--- config.mk ---
export PLATFORM = sky130hd
export DESIGN_NAME = zoom_stop_interpolator
export DESIGN_NICKNAME = d
export VERILOG_FILES = /design/src/sv/zsi_pkg.sv /design/src/sv/zsi_stop_mem.sv /design/src/sv/zsi_mul.sv /design/src/sv/zsi_div.sv /design/src/sv/zoom_stop_interpolator.sv
export SDC_FILE = /design/constraint.sdc
export NUM_CORES = 2
export LEC_CHECK = 0
export CAP_MARGIN = 20
export CELL_PAD_IN_SITES_DETAIL_PLACEMENT = 2
export CELL_PAD_IN_SITES_GLOBAL_PLACEMENT = 2
export CORE_MARGIN = 5
export CORE_UTILIZATION = 30
export DETAILED_ROUTE_END_ITERATION = 8
export DONT_BUFFER_PORTS = 1
export MAX_ROUTING_LAYER = met4
export PLACE_DENSITY = 0.66
export SYNTH_ARGS = -nofsm -noshare
export SYNTH_HDL_FRONTEND = slang
export SYNTH_SLANG_ARGS = --single-unit
--- constraint.sdc ---
create_clock -name clk_i -period 21.8 [get_ports clk_i]
set_input_delay 3.27 -clock clk_i [delete_from_list [all_inputs] [get_ports clk_i]]
set_output_delay 3.27 -clock clk_i [all_outputs]
set_load 0.02 [all_outputs]
--- src/sv/zsi_pkg.sv ---
// Shared types, codes and constant tables for the zoom stop interpolator.
`default_nettype none
package zsi_pkg;

  localparam int CFG_IDX_W = 1;
  localparam int CFG_DATA_W = 16;

  localparam logic [CFG_IDX_W-1:0] REG_STOP_COUNT = 1'b0;
  localparam logic [CFG_IDX_W-1:0] REG_LOG2_BASE  = 1'b1;

  localparam logic OP_WRITE = 1'b0;
  localparam logic OP_QUERY = 1'b1;

  localparam logic [1:0] POS_FIRST  = 2'd0;
  localparam logic [1:0] POS_INTERP = 2'd1;
  localparam logic [1:0] POS_BEYOND = 2'd2;

  localparam int EXP_STEPS = 23;
  localparam logic [30:0] ONE_Q30 = 31'h4000_0000;
  localparam logic [16:0] ONE_Q16 = 17'h1_0000;

  typedef struct packed {
    logic               operation;
    logic [3:0]         stop_index;
    logic [15:0]        stop_zoom;
    logic signed [31:0] stop_value;
    logic [15:0]        query_zoom;
  } in_item_t;

  typedef struct packed {
    logic signed [31:0] result_value;
    logic [1:0]         position;
  } out_item_t;

  typedef enum logic [3:0] {
    S_IDLE,
    S_FIRST,
    S_CMP,
    S_YMUL,
    S_YCAP,
    S_EXPMUL,
    S_EXPCAP,
    S_EXPEND,
    S_DIVSTART,
    S_DIVWAIT,
    S_PMUL,
    S_PCAP,
    S_DONE
  } state_e;

  typedef logic [29:0] gtab_t [EXP_STEPS+1];

  function automatic logic [63:0] isqrt64(input logic [63:0] v_in);
    logic [63:0] v;
    logic [63:0] res;
    logic [63:0] b;
    v = v_in;
    res = '0;
    b = 64'h1 << 62;
    while (b > v) b = b >> 2;
    while (b != 64'd0) begin
      if (v >= res + b) begin
        v = v - (res + b);
        res = (res >> 1) + b;
      end else begin
        res = res >> 1;
      end
      b = b >> 2;
    end
    return res;
  endfunction

  // g[k] = 2^(-2^-k) in Q0.30, each from a truncated square root of the last
  function automatic gtab_t gen_gtab();
    gtab_t t;
    logic [63:0] g;
    g = 64'h1 << 29;
    t[0] = 30'(g);
    for (int k = 1; k <= EXP_STEPS; k++) begin
      g = isqrt64(g << 30);
      t[k] = 30'(g);
    end
    return t;
  endfunction

endpackage
`default_nettype wire

--- src/sv/zsi_stop_mem.sv ---
// Stop table: zoom and value per stop, one write and one registered read port.
`default_nettype none
module zsi_stop_mem #(
  parameter int DEPTH = 16,
  parameter int AW = 4
) (
  input  wire logic                 clk_i,
  input  wire logic                 we_i,
  input  wire logic [AW-1:0]        waddr_i,
  input  wire logic [15:0]          wzoom_i,
  input  wire logic signed [31:0]   wvalue_i,
  input  wire logic [AW-1:0]        raddr_i,
  output logic [15:0]               rzoom_o,
  output logic signed [31:0]        rvalue_o
);

  logic [15:0]        zoom_mem [DEPTH];
  logic signed [31:0] value_mem [DEPTH];

  always_ff @(posedge clk_i) begin
    if (we_i) begin
      zoom_mem[waddr_i]  <= wzoom_i;
      value_mem[waddr_i] <= wvalue_i;
    end
  end

  always_ff @(posedge clk_i) begin
    rzoom_o  <= zoom_mem[raddr_i];
    rvalue_o <= value_mem[raddr_i];
  end

endmodule
`default_nettype wire

--- src/sv/zsi_mul.sv ---
// Shared signed multiplier with a registered product.
`default_nettype none
module zsi_mul (
  input  wire logic               clk_i,
  input  wire logic signed [33:0] a_i,
  input  wire logic signed [33:0] b_i,
  output logic signed [67:0]      prod_o
);

  always_ff @(posedge clk_i) begin
    prod_o <= a_i * b_i;
  end

endmodule
`default_nettype wire

--- src/sv/zsi_div.sv ---
// Restoring divider: 16 fraction bits of num/den, one bit per cycle, num < den.
`default_nettype none
module zsi_div (
  input  wire logic        clk_i,
  input  wire logic        rst_ni,
  input  wire logic        start_i,
  input  wire logic [16:0] num_i,
  input  wire logic [16:0] den_i,
  output logic             done_o,
  output logic [15:0]      quot_o
);

  logic        busy_q;
  logic        done_q;
  logic [3:0]  cnt_q;
  logic [17:0] rem_q;
  logic [16:0] den_q;
  logic [15:0] quo_q;
  logic [17:0] rem2;
  logic        ge;

  assign rem2 = {rem_q[16:0], 1'b0};
  assign ge   = rem2 >= {1'b0, den_q};

  always_ff @(posedge clk_i or negedge rst_ni) begin
    if (!rst_ni) begin
      busy_q <= 1'b0;
      done_q <= 1'b0;
      cnt_q  <= '0;
    end else begin
      done_q <= 1'b0;
      if (start_i) begin
        busy_q <= 1'b1;
        cnt_q  <= '0;
      end else if (busy_q) begin
        cnt_q <= cnt_q + 4'd1;
        if (cnt_q == 4'd15) begin
          busy_q <= 1'b0;
          done_q <= 1'b1;
        end
      end
    end
  end

  always_ff @(posedge clk_i) begin
    if (start_i) begin
      rem_q <= {1'b0, num_i};
      den_q <= den_i;
    end else if (busy_q) begin
      rem_q <= ge ? rem2 - {1'b0, den_q} : rem2;
      quo_q <= {quo_q[14:0], ge};
    end
  end

  assign done_o = done_q;
  assign quot_o = quo_q;

endmodule
`default_nettype wire

--- src/sv/zoom_stop_interpolator.sv ---
// Zoom stop interpolator: stop table, segment search and exponential ratio sequencer.
//
// Holds up to MAX_STOPS (zoom, value) stops and evaluates one item at a time.
// A stop write is taken while idle. A query reads the first stop, then scans the
// stops in order through the search (one table read port); an interpolated result
// then takes the bit-serial divide plus the final multiply when log2_base is zero,
// or, when it is not, up to two 2^-x evaluations of 23 steps each on the single
// shared multiplier before the divide. The input stalls while a query is in work;
// one finished result may wait in the output register while the next item is taken.
`default_nettype none
module zoom_stop_interpolator
  import zsi_pkg::*;
#(
  parameter int MAX_STOPS = 16,
  parameter int VALUE_BITS = 32
) (
  input  wire logic                  clk_i,
  input  wire logic                  rst_ni,
  input  wire logic                  in_valid_i,
  output logic                       in_stall_o,
  input  wire in_item_t              in_data_i,
  output logic                       out_valid_o,
  input  wire logic                  out_stall_i,
  output out_item_t                  out_data_o,
  input  wire logic                  cfg_valid_i,
  output logic                       cfg_ready_o,
  input  wire logic [CFG_IDX_W-1:0]  cfg_index_i,
  input  wire logic [CFG_DATA_W-1:0] cfg_data_i
);

  localparam int IW = (MAX_STOPS > 1) ? $clog2(MAX_STOPS) : 1;
  localparam int SAT_W = 50;
  localparam logic signed [SAT_W-1:0] SAT_HI = SAT_W'((64'sd1 <<< (VALUE_BITS - 1)) - 64'sd1);
  localparam logic signed [SAT_W-1:0] SAT_LO = -SAT_HI - SAT_W'(1);
  localparam gtab_t GTAB = gen_gtab();

  state_e state_q, state_d;

  logic [4:0]         stop_count_q;
  logic signed [15:0] log2_base_q;

  logic               in_acc;
  logic               mem_we;
  logic [IW-1:0]      raddr;
  logic [15:0]        rd_zoom;
  logic signed [31:0] rd_value;

  logic [15:0]        query_q;
  logic [IW-1:0]      n_last_q, n_last_new, idx_q;
  int                 n_clamp;
  logic [15:0]        prev_z_q;
  logic signed [31:0] prev_v_q, va_q, vb_q;
  logic [15:0]        d_q, dd_q;
  logic               exp_sel_q;
  logic [31:0]        y_q;
  logic [30:0]        x_q;
  logic [4:0]         k_q;
  logic [16:0]        es_q, num_q, den_q;
  logic [15:0]        ratio_q;
  logic signed [34:0] res_q;
  logic [1:0]         pos_q;

  logic               seg_hit;
  logic               base_zero, base_pos;
  logic [15:0]        a_abs;
  logic [15:0]        y2;
  logic [8:0]         ip;
  logic [4:0]         shamt;
  logic [16:0]        e_val, den_new, num_new;
  logic signed [33:0] mul_a, mul_b;
  logic signed [67:0] prod;
  logic               div_start, div_done;
  logic [15:0]        div_quot;
  logic signed [34:0] qt;
  logic signed [SAT_W-1:0] res_ext;
  logic signed [31:0] res_sat;
  logic               out_free;
  logic               out_valid_q;
  out_item_t          out_data_q;

  // configuration
  assign cfg_ready_o = 1'b1;

  always_ff @(posedge clk_i or negedge rst_ni) begin
    if (!rst_ni) begin
      stop_count_q <= 5'd2;
      log2_base_q  <= '0;
    end else if (cfg_valid_i) begin
      case (cfg_index_i)
        REG_STOP_COUNT: stop_count_q <= cfg_data_i[4:0];
        REG_LOG2_BASE:  log2_base_q  <= $signed(cfg_data_i[15:0]);
        default: ;
      endcase
    end
  end

  assign in_stall_o = (state_q != S_IDLE);
  assign in_acc     = in_valid_i && !in_stall_o;
  assign mem_we     = in_acc && (in_data_i.operation == OP_WRITE) &&
                      (int'(in_data_i.stop_index) < MAX_STOPS);

  always_comb begin
    n_clamp = int'(stop_count_q);
    if (n_clamp < 2) n_clamp = 2;
    if (n_clamp > MAX_STOPS) n_clamp = MAX_STOPS;
    n_last_new = IW'(n_clamp - 1);
  end

  always_comb begin
    case (state_q)
      S_IDLE:  raddr = '0;
      S_FIRST: raddr = IW'(1);
      S_CMP:   raddr = idx_q + IW'(1);
      default: raddr = idx_q;
    endcase
  end

  zsi_stop_mem #(
    .DEPTH(MAX_STOPS),
    .AW   (IW)
  ) u_mem (
    .clk_i   (clk_i),
    .we_i    (mem_we),
    .waddr_i (IW'(in_data_i.stop_index)),
    .wzoom_i (in_data_i.stop_zoom),
    .wvalue_i(in_data_i.stop_value),
    .raddr_i (raddr),
    .rzoom_o (rd_zoom),
    .rvalue_o(rd_value)
  );

  assign seg_hit   = (prev_z_q <= query_q) && (query_q < rd_zoom);
  assign base_zero = (log2_base_q == 16'sd0);
  assign base_pos  = !log2_base_q[15] && !base_zero;
  assign a_abs     = log2_base_q[15] ? 16'(-log2_base_q) : 16'(log2_base_q);
  assign y2        = base_pos ? dd_q - d_q : d_q;

  // 2^-y from the integer part shift and the Q1.30 fraction product
  assign ip      = y_q[31:23];
  assign shamt   = 5'd14 + ip[4:0];
  assign e_val   = (ip >= 9'd17) ? 17'd0 : 17'(x_q >> shamt);
  assign den_new = ONE_Q16 - e_val;
  assign num_new = base_pos ? ((e_val > es_q) ? e_val - es_q : 17'd0) : ONE_Q16 - e_val;

  always_comb begin
    case (state_q)
      S_YMUL: begin
        mul_a = {18'd0, (exp_sel_q ? y2 : dd_q)};
        mul_b = {18'd0, a_abs};
      end
      S_EXPMUL: begin
        mul_a = {3'd0, x_q};
        mul_b = {4'd0, GTAB[k_q]};
      end
      S_PMUL: begin
        mul_a = {18'd0, ratio_q};
        mul_b = 34'(vb_q) - 34'(va_q);
      end
      default: begin
        mul_a = '0;
        mul_b = '0;
      end
    endcase
  end

  zsi_mul u_mul (
    .clk_i (clk_i),
    .a_i   (mul_a),
    .b_i   (mul_b),
    .prod_o(prod)
  );

  assign div_start = (state_q == S_DIVSTART);

  zsi_div u_div (
    .clk_i  (clk_i),
    .rst_ni (rst_ni),
    .start_i(div_start),
    .num_i  (num_q),
    .den_i  (den_q),
    .done_o (div_done),
    .quot_o (div_quot)
  );

  // floor of the product over 2^16
  assign qt = prod[50:16];

  assign out_free = !out_valid_q || !out_stall_i;

  always_ff @(posedge clk_i or negedge rst_ni) begin
    if (!rst_ni) begin
      state_q <= S_IDLE;
    end else begin
      state_q <= state_d;
    end
  end

  always_comb begin
    state_d = state_q;
    case (state_q)
      S_IDLE: begin
        if (in_acc && in_data_i.operation == OP_QUERY) state_d = S_FIRST;
      end
      S_FIRST: begin
        state_d = (query_q <= rd_zoom) ? S_DONE : S_CMP;
      end
      S_CMP: begin
        if (seg_hit) begin
          state_d = base_zero ? S_DIVSTART : S_YMUL;
        end else if (idx_q == n_last_q) begin
          state_d = S_DONE;
        end
      end
      S_YMUL:   state_d = S_YCAP;
      S_YCAP:   state_d = S_EXPMUL;
      S_EXPMUL: state_d = S_EXPCAP;
      S_EXPCAP: begin
        state_d = (k_q == 5'(EXP_STEPS)) ? S_EXPEND : S_EXPMUL;
      end
      S_EXPEND: begin
        if (!exp_sel_q) begin
          state_d = (den_new == 17'd0) ? S_DIVSTART : S_YMUL;
        end else begin
          state_d = (num_new >= den_q) ? S_PMUL : S_DIVSTART;
        end
      end
      S_DIVSTART: state_d = S_DIVWAIT;
      S_DIVWAIT: begin
        if (div_done) state_d = S_PMUL;
      end
      S_PMUL: state_d = S_PCAP;
      S_PCAP: state_d = S_DONE;
      S_DONE: begin
        if (out_free) state_d = S_IDLE;
      end
      default: state_d = S_IDLE;
    endcase
  end

  always_ff @(posedge clk_i) begin
    case (state_q)
      S_IDLE: begin
        if (in_acc) begin
          query_q  <= in_data_i.query_zoom;
          n_last_q <= n_last_new;
        end
      end
      S_FIRST: begin
        prev_z_q <= rd_zoom;
        prev_v_q <= rd_value;
        idx_q    <= IW'(1);
        res_q    <= 35'(rd_value);
        pos_q    <= POS_FIRST;
      end
      S_CMP: begin
        prev_z_q <= rd_zoom;
        prev_v_q <= rd_value;
        if (seg_hit) begin
          d_q       <= query_q - prev_z_q;
          dd_q      <= rd_zoom - prev_z_q;
          va_q      <= prev_v_q;
          vb_q      <= rd_value;
          num_q     <= {1'b0, query_q - prev_z_q};
          den_q     <= {1'b0, rd_zoom - prev_z_q};
          exp_sel_q <= 1'b0;
        end else begin
          idx_q <= idx_q + IW'(1);
          res_q <= 35'(rd_value);
          pos_q <= POS_BEYOND;
        end
      end
      S_YCAP: begin
        y_q <= prod[31:0];
        x_q <= ONE_Q30;
        k_q <= 5'd1;
      end
      S_EXPCAP: begin
        if (y_q[5'(5'(EXP_STEPS) - k_q)]) x_q <= prod[60:30];
        k_q <= k_q + 5'd1;
      end
      S_EXPEND: begin
        if (!exp_sel_q) begin
          es_q      <= e_val;
          exp_sel_q <= 1'b1;
          if (den_new == 17'd0) begin
            // base too close to one: fall back to the linear ratio
            num_q <= {1'b0, d_q};
            den_q <= {1'b0, dd_q};
          end else begin
            den_q <= den_new;
          end
        end else begin
          num_q   <= num_new;
          ratio_q <= 16'hFFFF;
        end
      end
      S_DIVWAIT: begin
        if (div_done) ratio_q <= div_quot;
      end
      S_PCAP: begin
        res_q <= 35'(va_q) + qt;
        pos_q <= POS_INTERP;
      end
      default: ;
    endcase
  end

  // saturate to VALUE_BITS, then keep the port width
  always_comb begin
    res_ext = SAT_W'(res_q);
    if (res_ext > SAT_HI) res_ext = SAT_HI;
    if (res_ext < SAT_LO) res_ext = SAT_LO;
    res_sat = res_ext[31:0];
  end

  always_ff @(posedge clk_i or negedge rst_ni) begin
    if (!rst_ni) begin
      out_valid_q <= 1'b0;
    end else if (state_q == S_DONE && out_free) begin
      out_valid_q <= 1'b1;
    end else if (!out_stall_i) begin
      out_valid_q <= 1'b0;
    end
  end

  always_ff @(posedge clk_i) begin
    if (state_q == S_DONE && out_free) begin
      out_data_q.result_value <= res_sat;
      out_data_q.position     <= pos_q;
    end
  end

  assign out_valid_o = out_valid_q;
  assign out_data_o  = out_data_q;

  a_div_operands: assert property (@(posedge clk_i) disable iff (!rst_ni)
    state_q == S_DIVSTART |-> (den_q != 17'd0) && (num_q < den_q))
    else $error("divider started with operands outside its range");

  a_scan_bound: assert property (@(posedge clk_i) disable iff (!rst_ni)
    state_q == S_CMP |-> idx_q <= n_last_q)
    else $error("stop scan ran past the last stop in use");

  a_div_done_wait: assert property (@(posedge clk_i) disable iff (!rst_ni)
    div_done |-> state_q == S_DIVWAIT)
    else $error("divider finished outside the wait state");

  a_exp_steps: assert property (@(posedge clk_i) disable iff (!rst_ni)
    state_q == S_EXPMUL |-> (k_q >= 5'd1) && (k_q <= 5'(EXP_STEPS)))
    else $error("exp step counter out of range");

  a_pos_code: assert property (@(posedge clk_i) disable iff (!rst_ni)
    out_valid_o |-> (out_data_o.position == POS_FIRST) ||
                    (out_data_o.position == POS_INTERP) ||
                    (out_data_o.position == POS_BEYOND))
    else $error("result carries an unknown position code");

endmodule
`default_nettype wire

==> impl_metrics.json <==
{
  "fmax_mhz": 78.01,
  "final_min_period_over_clock_period_pct": 58.80,
  "timing.max_slew.rel_slack_pct": 21.48,
  "tritoncts": "yes",
  "hold_path.class": "reg -> reg",
  "grt_pass1_vias": 76770,
  "netlist-cell-type-count": 91,
  "grt_busiest_layer": "met2",
  "pleak_nw": 43.25,
  "cts_made_buffers": 152,
  "clkLatencyLatePin_ps": 820,
  "route.final.wire_length_um": 358500,
  "antenna_violations_before_repair": 36,
  "die_y_um": 574.6,
  "synth-warning-count": 0,
  "seq_area_sq_mm": 0.03881,
  "initial_utilization_pct": 30.09,
  "htreeDepth": 4,
  "clk_pin_slew_worst_paths_ps": 60,
  "dieArea_sq_mm": 0.3301,
  "syn-mean-instance-area_sq_um": 10.87,
  "cts_hold_bufs": 0,
  "dpl_worst_slack_ps": 9163,
  "pin_count_of_the_biggest_net_entering_global_routing": 129,
  "grt_use_total_pct": 22.12,
  "vias": 67840,
  "synth-edff-count": 1193,
  "setup_repair_after_global_routing_missed_its_margin": "no",
  "first_iter_violations": 4468,
  "cts.repair.resized": 0,
  "final_nets": 10250,
  "dr.pass1.iters": 5,
  "run_status": "finished, final reports clean",
  "fillers": 33740,
  "slowest_delay_ps": 810,
  "finalWorstPathRequiredPeriod_ps": 12820,
  "layout.cells.most_common_list": "sky130_fd_sc_hd__inv_1 (1272), sky130_fd_sc_hd__edfxtp_1 (1193), sky130_fd_sc_hd__nand2_1 (1073)",
  "path_common_cell": "sky130_fd_sc_hd__fa_1",
  "timing.setup.tns_ps": 0,
  "multi_input_area_sq_mm": 0.05082,
  "die_width_um": 574.6,
  "post-cts-setup-buffers": 0,
  "number_of_instances_in_the_synthesized_netlist": 8795,
  "globalRouteOverflowTotal": 0,
  "cp-start-kind": "flip-flop",
  "max_slew.worst_pin.slew_ps": 1148,
  "arrival_ps": 13480,
  "synth-seq-area-share_pct": 40.59,
  "io_pins": 128,
  "hold_violations": 0,
  "yosys_most_used_dff": "sky130_fd_sc_hd__edfxtp_1",
  "clock-skew-final_ps": 44.66,
  "clock_sink_count": 1334,
  "yosys_register_bits": 1334,
  "wire_per_inst_um": 27.38,
  "grt_first_pass_wirelength_um": 527800,
  "crit_path_top_delay_cell": "sky130_fd_sc_hd__a221o_1",
  "via_per_inst": 5.181,
  "most_common_cell_after_layout_fill_and_taps_aside": "sky130_fd_sc_hd__inv_1",
  "use_met3_pct": 3.037,
  "finalWeightedCongestion": 0.8946,
  "crit_path_end_kind": "flip-flop",
  "core-area_sq_mm": 0.3178,
  "ant_nets": 0,
  "drive_gt1_share_pct": 6.764,
  "global_route.usage.met1_pct": 27.85,
  "clk_path_buf_depth": 3,
  "grt_use_met2_pct": 36.77,
  "worst-path-max-fanout": 34,
  "syn-cell-area_sq_mm": 0.09562,
  "required_ps": 22460,
  "max_cap_violations": 0,
  "timing.final.setup_violations": 0,
  "place.port_buffers": 0,
  "clock_tree.root_cell": "sky130_fd_sc_hd__clkbuf_16",
  "rows": 207,
  "synthToLayoutAreaGrowth_pct": 11.34,
  "timing.final.max_slew_violations": 0,
  "dpl.hpwl_um": 263400,
  "vdd_ir_drop_max_mv": 0.1047,
  "synthArstFlopShare_pct": 2.399,
  "p_per_area_mw_per_mm2": 112.0,
  "worst_setup_path_class": "reg -> reg",
  "timing.final.ws_setup_ps": 8981,
  "route.detailed.drc": 0
}
[per-layer routing]
metal,wire length [um],vias to the layer above
met1,153100,36460
met3,16070,483
li1,-,29390
met2,175800,1506
met4,13620,0
met5,0,-
[registers in the layout, summed over array words and instances (netlist names), 17 cells and up]
register and cells:
u_mem.value_mem 512, out_data_o 34, u_div.den_q 17, u_mem.zoom_mem 256
den_q 17, y_q 32, num_q 17, es_q 17
prev_v_q 32, u_mul.prod_o 61, res_q 35, x_q 31
vb_q 32, u_div.rem_q 17, va_q 32, u_mem.rvalue_o 32
[final cells by class]
class	count	share of cell area (%)
Antenna cell	43	0.1011
Clock buffer	192	3.888
Clock inverter	91	0.8873
Inverter	1277	4.502
Multi-Input combinational cell	5778	47.74
Sequential cell	1334	36.45
Tap cell	4180	4.912
Timing Repair Buffer	199	1.520
[cell usage after synthesis, drive strengths merged (50+ instances only)]
cell,instances,share of area (%)
fa,1044,22
inv,1274,5.0
xor2,75,0.69
and2,254,1.7
dfxtp,109,2.3
a21o,117,0.92
nor2,746,2.9
edfxtp,1193,37
nand3,74,0.39
xnor2,144,1.3
nand2b,60,0.39
a31oi,149,0.97
nor3,65,0.34
clkbuf,400,1.6
a211oi,270,2.1
o21ai,215,1.1
o21a,50,0.39
mux2i,55,0.58
a21oi,296,1.5
a311oi,106,0.97
nand2,1074,4.2
buf,54,0.32
ha,375,4.9
[cells by family after synthesis]
logic type	after synthesis	share of synthesized area (%)
xor+xnor	219	2.006
buf+inv	1731	6.901
fa+ha+maj	1419	26.76
other cells	2	0.007854
mux	131	1.918
simple gates	2485	11.38
flops	1334	40.59
compound gates	1474	10.44
[worst max-delay path: cells and delay by family, from the launching register on]
family	cells	cell delay [ps]
AOI/OAI and AO/OA	10	4020
buffers and inverters	6	1110
adders and majority gates	9	4740
and+or+nand+nor	8	2200
xor gates and xnor gates	1	160
DFF	1	420
[power by group]
part	switching, mW	total [mW]	internal (mW)	leakage, nW
Combinational	3.80	5.72	1.92	28.7
Sequential	0.304	3.59	3.29	12.1
Clock	1.13	2.61	1.48	2.45
[metrics by stage]
stage,hold slack (ps),instance area (sq um),cells,utilization [%],power (mW)
floorplan,385.5,95800,8843,-,7.128
global placement,386.6,101100,12760,31.80,9.147
detailed placement,389.6,101200,12760,31.84,9.339
CTS,403.0,106300,13050,33.44,12.04
global route,408.1,106500,13090,33.50,12.65
finish,401.3,106500,13090,33.50,11.92
[path summary, 6_finish.rpt]
kind / from / cells past startpoint / to / slack [ps]
setup / recovery: log2_base_q[9]$_DFFE_PN0P_ / 34 / u_mul.prod_o[57]$_DFF_P_ / 8980
hold / removal: u_mul.prod_o[0]$_DFF_P_ / 0 / y_q[0]$_DFFE_PP_ / 400
setup reg to reg: log2_base_q[9]$_DFFE_PN0P_ / 34 / u_mul.prod_o[57]$_DFF_P_ / 8980
hold reg to reg: u_mul.prod_o[0]$_DFF_P_ / 0 / y_q[0]$_DFFE_PP_ / 400
max in group asynchronous: rst_ni / 0 / stop_count_q[1]$_DFFE_PN1P_ / 19470
min in group asynchronous: rst_ni / 0 / log2_base_q[14]$_DFFE_PN0P_ / 2150
Note: power is estimated with default switching activity, not from simulation.
